File: src/u8v_pkg.sv
`default_nettype none

package u8v_pkg;

   // widths of the item fields
   localparam int unsigned BYTE_W = 8;
   localparam int unsigned CP_W   = 21;
   localparam int unsigned PEND_W = 2;

   // forbidden code point ranges in comment mode
   localparam logic [CP_W-1:0] CP_TAB        = 21'h00_0009;
   localparam logic [CP_W-1:0] CP_C0_LAST    = 21'h00_001F;
   localparam logic [CP_W-1:0] CP_DEL        = 21'h00_007F;
   localparam logic [CP_W-1:0] CP_C1_LAST    = 21'h00_009F;
   localparam logic [CP_W-1:0] CP_LINE_SEP   = 21'h00_2028;
   localparam logic [CP_W-1:0] CP_PARA_SEP   = 21'h00_2029;

   // first error code reported with each item
   typedef enum logic [1:0] {
      ERR_NONE      = 2'd0,
      ERR_BAD_CONT  = 2'd1,
      ERR_BAD_LEAD  = 2'd2,
      ERR_FORBIDDEN = 2'd3
   } err_type;

   // decoder state carried from byte to byte
   typedef struct packed {
      logic [PEND_W-1:0] pending;
      logic [CP_W-1:0]   acc;
      logic              err_seen;
      err_type           err_code;
   } dec_state_type;

   // result fields of one item
   typedef struct packed {
      logic            still_valid;
      err_type         error_kind;
      logic [CP_W-1:0] code_point;
      logic            code_point_done;
      logic            end_of_string;
      logic            incomplete;
   } dec_result_type;

endpackage

`default_nettype wire

File: src/u8v_forbid.sv
`default_nettype none

module u8v_forbid
   import u8v_pkg::*;
(
   input  wire logic [CP_W-1:0] cp,
   output logic                 forbidden
);

   // c0 controls except tab, del and c1 controls, line and paragraph separators
   always_comb begin
      forbidden = ((cp <= CP_C0_LAST) && (cp != CP_TAB))
               || ((cp >= CP_DEL) && (cp <= CP_C1_LAST))
               || (cp == CP_LINE_SEP)
               || (cp == CP_PARA_SEP);
   end

endmodule

`default_nettype wire

File: src/u8v_step.sv
`default_nettype none

module u8v_step
   import u8v_pkg::*;
(
   input  wire dec_state_type      state,
   input  wire logic [BYTE_W-1:0]  byte_value,
   input  wire logic               op,
   input  wire logic               last_byte,
   output dec_state_type           state_next,
   output dec_result_type          result
);

   logic [PEND_W-1:0] pend_upd;
   logic [CP_W-1:0]   acc_upd;
   err_type           struct_err;
   err_type           err;
   logic              forbidden;
   logic              done;
   logic              incomplete;
   dec_state_type     upd;

   // structural decode: lead and continuation bytes
   always_comb begin
      pend_upd   = state.pending;
      acc_upd    = state.acc;
      struct_err = ERR_NONE;
      if (state.pending != '0) begin
         if (byte_value[7:6] != 2'b10) begin
            struct_err = ERR_BAD_CONT;
         end else begin
            pend_upd = state.pending - PEND_W'(1);
            acc_upd  = {state.acc[CP_W-7:0], byte_value[5:0]};
         end
      end else if (!byte_value[7]) begin
         acc_upd = CP_W'(byte_value);
      end else if (byte_value[7:5] == 3'b110) begin
         pend_upd = PEND_W'(1);
         acc_upd  = CP_W'(byte_value[4:0]);
      end else if (byte_value[7:4] == 4'b1110) begin
         pend_upd = PEND_W'(2);
         acc_upd  = CP_W'(byte_value[3:0]);
      end else if (byte_value[7:3] == 5'b11110) begin
         pend_upd = PEND_W'(3);
         acc_upd  = CP_W'(byte_value[2:0]);
      end else begin
         struct_err = ERR_BAD_LEAD;
      end
   end

   u8v_forbid u_forbid (
      .cp        (acc_upd),
      .forbidden (forbidden)
   );

   // error merge, sticky first error and end of string handling
   always_comb begin
      upd        = state;
      err        = ERR_NONE;
      done       = 1'b0;
      incomplete = 1'b0;
      if (!state.err_seen) begin
         upd.pending = pend_upd;
         upd.acc     = acc_upd;
         err         = struct_err;
         if ((struct_err == ERR_NONE) && (pend_upd == '0)) begin
            done = 1'b1;
            if (op && forbidden) begin
               err = ERR_FORBIDDEN;
            end
         end
         if (err != ERR_NONE) begin
            upd.err_seen = 1'b1;
            upd.err_code = err;
         end
         incomplete = last_byte && !upd.err_seen && (upd.pending != '0);
      end

      result.still_valid     = !upd.err_seen;
      result.error_kind      = upd.err_code;
      result.code_point      = upd.acc;
      result.code_point_done = done;
      result.end_of_string   = last_byte;
      result.incomplete      = incomplete;

      // the final byte of a string returns the decoder to its reset state
      if (last_byte) begin
         state_next = '0;
      end else begin
         state_next = upd;
      end
   end

endmodule

`default_nettype wire

File: src/utf8_stream_validator.sv
// UTF-8 stream validator: takes one byte of a string per item and returns one
// result per byte (still valid, first error code, code point so far, code
// point completed, end of string echo, unfinished sequence at the end). It
// sustains one byte per cycle when the output is not stalled; each byte passes
// through an input register and then a single pass of decode logic into the
// result register, where the result is held until it is taken.
// The decoder state (pending continuations, accumulator, sticky first error)
// is updated in that same pass, and it returns to reset after the byte marked
// last. In comment mode each completed code point is checked against C0
// controls other than tab, 0x7F to 0x9F, U+2028 and U+2029. Overlong forms,
// surrogates and values above U+10FFFF are not rejected.
`default_nettype none

module utf8_stream_validator
   import u8v_pkg::*;
(
   input  wire logic               clock,
   input  wire logic               reset,

   input  wire logic               req_valid,
   output logic                    req_ready,
   input  wire logic [BYTE_W-1:0]  req_byte_value,
   input  wire logic               req_op,
   input  wire logic               req_last_byte,

   output logic                    rsp_valid,
   input  wire logic               rsp_ready,
   output logic                    rsp_still_valid,
   output logic [1:0]              rsp_error_kind,
   output logic [CP_W-1:0]         rsp_code_point,
   output logic                    rsp_code_point_done,
   output logic                    rsp_end_of_string,
   output logic                    rsp_incomplete
);

   logic                s1_valid_ff;
   logic [BYTE_W-1:0]   s1_byte_ff;
   logic                s1_op_ff;
   logic                s1_last_ff;
   dec_state_type       state_ff;
   dec_state_type       state_in;
   dec_result_type      result_in;
   dec_result_type      rsp_ff;
   logic                rsp_valid_ff;
   logic                advance;

   // handshake: the result register frees up when empty or taken
   assign advance   = s1_valid_ff && (!rsp_valid_ff || rsp_ready);
   assign req_ready = !s1_valid_ff || advance;

   // input register
   always_ff @(posedge clock) begin
      if (reset) begin
         s1_valid_ff <= 1'b0;
      end else if (req_ready) begin
         s1_valid_ff <= req_valid;
      end
      if (req_valid && req_ready) begin
         s1_byte_ff <= req_byte_value;
         s1_op_ff   <= req_op;
         s1_last_ff <= req_last_byte;
      end
   end

   u8v_step u_step (
      .state      (state_ff),
      .byte_value (s1_byte_ff),
      .op         (s1_op_ff),
      .last_byte  (s1_last_ff),
      .state_next (state_in),
      .result     (result_in)
   );

   // decoder state, updated as each item moves into the result register
   always_ff @(posedge clock) begin
      if (reset) begin
         state_ff <= '0;
      end else if (advance) begin
         state_ff <= state_in;
      end
   end

   // result register
   always_ff @(posedge clock) begin
      if (reset) begin
         rsp_valid_ff <= 1'b0;
      end else if (advance) begin
         rsp_valid_ff <= 1'b1;
      end else if (rsp_ready) begin
         rsp_valid_ff <= 1'b0;
      end
      if (advance) begin
         rsp_ff <= result_in;
      end
   end

   assign rsp_valid           = rsp_valid_ff;
   assign rsp_still_valid     = rsp_ff.still_valid;
   assign rsp_error_kind      = rsp_ff.error_kind;
   assign rsp_code_point      = rsp_ff.code_point;
   assign rsp_code_point_done = rsp_ff.code_point_done;
   assign rsp_end_of_string   = rsp_ff.end_of_string;
   assign rsp_incomplete      = rsp_ff.incomplete;

   // still valid exactly when no error code is reported
   a_valid_matches_code: assert property (@(posedge clock) disable iff (reset)
      rsp_valid |-> (rsp_still_valid == (rsp_error_kind == ERR_NONE)))
      else $error("still_valid disagrees with error_kind");

   // an unfinished sequence is only flagged on a clean final byte
   a_incomplete_on_end: assert property (@(posedge clock) disable iff (reset)
      (rsp_valid && rsp_incomplete)
         |-> (rsp_end_of_string && rsp_still_valid && !rsp_code_point_done))
      else $error("incomplete flagged on a wrong item");

   // decoder state is cleared after the final byte of a string
   a_state_cleared: assert property (@(posedge clock) disable iff (reset)
      (advance && s1_last_ff)
         |=> ((state_ff.pending == '0) && !state_ff.err_seen && (state_ff.acc == '0)))
      else $error("decoder state not cleared at end of string");

   // a result is never overwritten while stalled
   a_no_overwrite: assert property (@(posedge clock) disable iff (reset)
      (rsp_valid_ff && !rsp_ready) |-> !advance)
      else $error("result register overwritten while stalled");

endmodule

`default_nettype wire
File: config.mk
export PLATFORM = sky130hd
export DESIGN_NAME = utf8_stream_validator
export DESIGN_NICKNAME = d
export VERILOG_FILES = /design/src/u8v_pkg.sv /design/src/u8v_forbid.sv /design/src/u8v_step.sv /design/src/utf8_stream_validator.sv
export SDC_FILE = /design/constraint.sdc
export NUM_CORES = 1
export LEC_CHECK = 0
export BUFFER_PORTS_ARGS = -buffer_cell sky130_fd_sc_hd__buf_2
export CORE_MARGIN = 3
export CORE_UTILIZATION = 33
export CTS_CLUSTER_SIZE = 10
export DETAILED_ROUTE_END_ITERATION = 7
export SLEW_MARGIN = 40
export SYNTH_ARGS = -nofsm -noshare
export SYNTH_HDL_FRONTEND = slang
export SYNTH_SLANG_ARGS = --single-unit
File: constraint.sdc
create_clock -name clock -period 2.2 [get_ports clock]
set_input_delay 0.11 -clock clock [delete_from_list [all_inputs] [get_ports clock]]
set_output_delay 0.11 -clock clock [all_outputs]
set_load 0.05 [all_outputs]
==> run metrics <==
max-slew violation total from the final report=0; ANT cells=0; Multi-input gate area=0.00127 mm^2; RR Endpoint=rsp_error_kind[0]; Starting Density=34.8%; Critical Path Start=s1_byte_ff[6]; routed length per placed instance=16.1 um; Final TNS setup=-799 ps; critical path type=reg -> reg; reg-to-reg startpoint=s1_byte_ff[6]; critical path arrival=2520 ps; Longest Clk Path Bufs=2; CTS HTree Levels=3; # placed instances=442; Fin. Hold Viols=0; RSZ-0062 raised after global routing=true; Final Non-Filler Cells=471; initial antenna violation count=0; failing checks=negative setup slack; vias in the first global route=2424; Post-synth EDFFs=37; drt drc=0; worst-skew pair later-pin latency=350 ps; 1st-pass router iterations=4; final setup margin=-207 ps; Worst setup EP type=register; # rows=33; most frequent cell after synthesis=nor2_1; ys flop type=edfxtp_1; Mean Syn Cell Area=11.0 um^2; status=finished with violations; register area share after synthesis=56.7%; async set-reset flop share out of synthesis=0%; largest net degree at the start of global routing=28; R2R setup slack=-210 ps; DP HPWL=5240 um; Critical Path RT=2310 ps; gp weighted congestion=0.906; Synth area leaders=edfxtp_1 (38%), dfxtp_1 (19%), a22oi_1 (5.6%), nor2_1 (5.1%), a22o_1 (4.2%); share of post-route cells with drive strength above 1=37.2%; Hold Path Class=in -> reg; slew margin rel.=68.6%; clock skew=7.71 ps; final WL=7560 um; clk sinks=65; register area=0.00168 mm^2; setup violators final=6; I/O pins=43; vias per cell=5.31; antenna-violating nets left=0; CTS tree=done; die area=0.0101 mm^2; Seq cells post-synth=65; PwrDens=761 mW/mm^2; Die H=101 um; critical path peak fanout=8; CP Launch Type=register; CTS Root Buffer Type=clkbuf_8; Period Utilization, post-route=109%; Syn Nets=283; Final Net Count=376; Num CTS Buffers=9; core area=0.00846 mm^2; total number of vias=2502; Worst Tran Pin Value=468 ps; # fillers=783; Ys Warns=0; P_leak=0.00158 uW; Final Hold Slack=44.8 ps; Mapped Cells=268; VDD IR max=483 uV; DR iter-0 viols=82; Port Buffers=42; synth unique cells=53; post-synth top area cell=edfxtp_1; Total GRT Usage=15.8%; grt ovf=0; P&R area growth vs syn=37.0%; list of most frequent post-synthesis cells=nor2_1 (40), edfxtp_1 (37), dfxtp_1 (28); path depth of the worst reg2reg path=8; Setup crit end=rsp_error_kind[0]; first-pass GRT wire length=12400 um; post-synth top area share=37.7%; FMAX=415 MHz; clock transition at the registers of the reported paths=80 ps; Max-Cap Viols=0; Die W=101 um; synthesized cell area=0.00295 mm^2; Tmin final=2410 ps
## power breakdown
part           internal [uW]  switching (uW)
combinational            165             267
sequential              1330            24.3
clock                    765             520
total                   2260             812
## stage by stage
stage                     total power, uW  utilization, %  setup slack [ps]  area, um^2
after global placement               1780            42.2              -211        3570
after global routing                 3190            47.7              -272        4040
after CTS                            3090            47.1              -156        3990
final                                3070            47.7              -207        4040
after floorplan                      1630               -              -137        2970
after detailed placement             1780            42.2              -238        3570
## worst min path at each step
stage | start | end | slack [ps] | cells after the start
after global routing | rsp_ready | rsp_valid | 120 | 4
after CTS | rsp_ready | rsp_valid | 30 | 4
after floorplan | req_byte_value[0] | s1_byte_ff[0] | 210 | 0
after detailed placement | req_byte_value[5] | s1_byte_ff[5] | 290 | 1
final | rsp_ready | rsp_valid | 40 | 4
after global placement | req_last_byte | s1_last_ff | 290 | 1
## layout make-up
class                           instances  share of cell area, %
Sequential cell                        65                   41.5
Clock buffer                            9                   3.07
Multi-Input combinational cell        177                   31.4
Clock inverter                          7                   3.03
Inverter                                9                  0.929
Timing Repair Buffer                   99                   16.8
Tap cell                              105                   3.25
## metal layers
metal | wire [um] | GRT usage, %
met1 | 3660 | 21.9
met2 | 3480 | 24.2
met3 | 330 | 3.88
met4 | 96 | 5.60
met5 | 0 | 0
## critical path, cell delays in order (launching register included)
cell and delay, ps:
edfxtp_1 430, buf_4 190, nand2b_2 240, mux2i_2 230, o2bb2ai_2 130, a2111oi_4 350
a211oi_2 130, a31o_4 240, o31a_1 240
## kinds of logic (layout without fill, tap and decap cells)
group / Yosys count / in the layout / synth area share [%]
AO/OA/AOI/OAI: 88 / 88 / 23.4
AND/OR/NAND/NOR: 81 / 81 / 13.0
flip-flops: 65 / 65 / 56.7
buffers and inverters: 26 / 124 / 3.73
multiplexers: 7 / 7 / 2.76
adder cells (fa/ha/maj): 1 / 1 / 0.424
## cell usage in the layout, fill, tap and decap left out, drive strengths merged, types with 2 or more instances in the layout
master | netlist | routed
buf | 4 | 87
nor2 | 40 | 40
edfxtp | 37 | 37
dfxtp | 28 | 28
a22oi | 22 | 22
a22o | 14 | 14
nand2 | 13 | 13
a21oi | 13 | 13
dlygate4sd3 | 0 | 12
inv | 9 | 12
o21ai | 11 | 11
clkbuf | 13 | 9
mux2 | 6 | 6
nand3 | 5 | 5
nand2b | 5 | 5
a31oi | 5 | 5
nor4 | 3 | 3
nor3 | 3 | 3
bufinv | 0 | 3
nor2b | 3 | 3
nand4 | 2 | 2
a21o | 2 | 2
o21a | 2 | 2
a32o | 2 | 2
a32oi | 2 | 2
a211oi | 2 | 2
## state kept, by name (all words and copies together), names as in the netlist
signal / flops
rsp_code_point: 21
rsp_code_point_done: 1
rsp_end_of_string: 1
rsp_error_kind: 2
rsp_incomplete: 1
rsp_still_valid: 1
rsp_valid: 1
s1_byte_ff: 8
s1_last_ff: 1
s1_op_ff: 1
s1_valid_ff: 1
state_ff: 26
## repair_timing
| item | CTS | global route |
|---|---|---|
| cloned | 0 | 0 |
| setup endpoints to repair | 6 | 17 |
| resized for setup | 11 | 8 |
| buffers inserted | 1 | 0 |
| hold endpoints to repair | 13 | 0 |
| hold buffers | 12 | 0 |
| pin swaps | 0 | 1 |
Note: power is estimated with default switching activity, not from simulation.
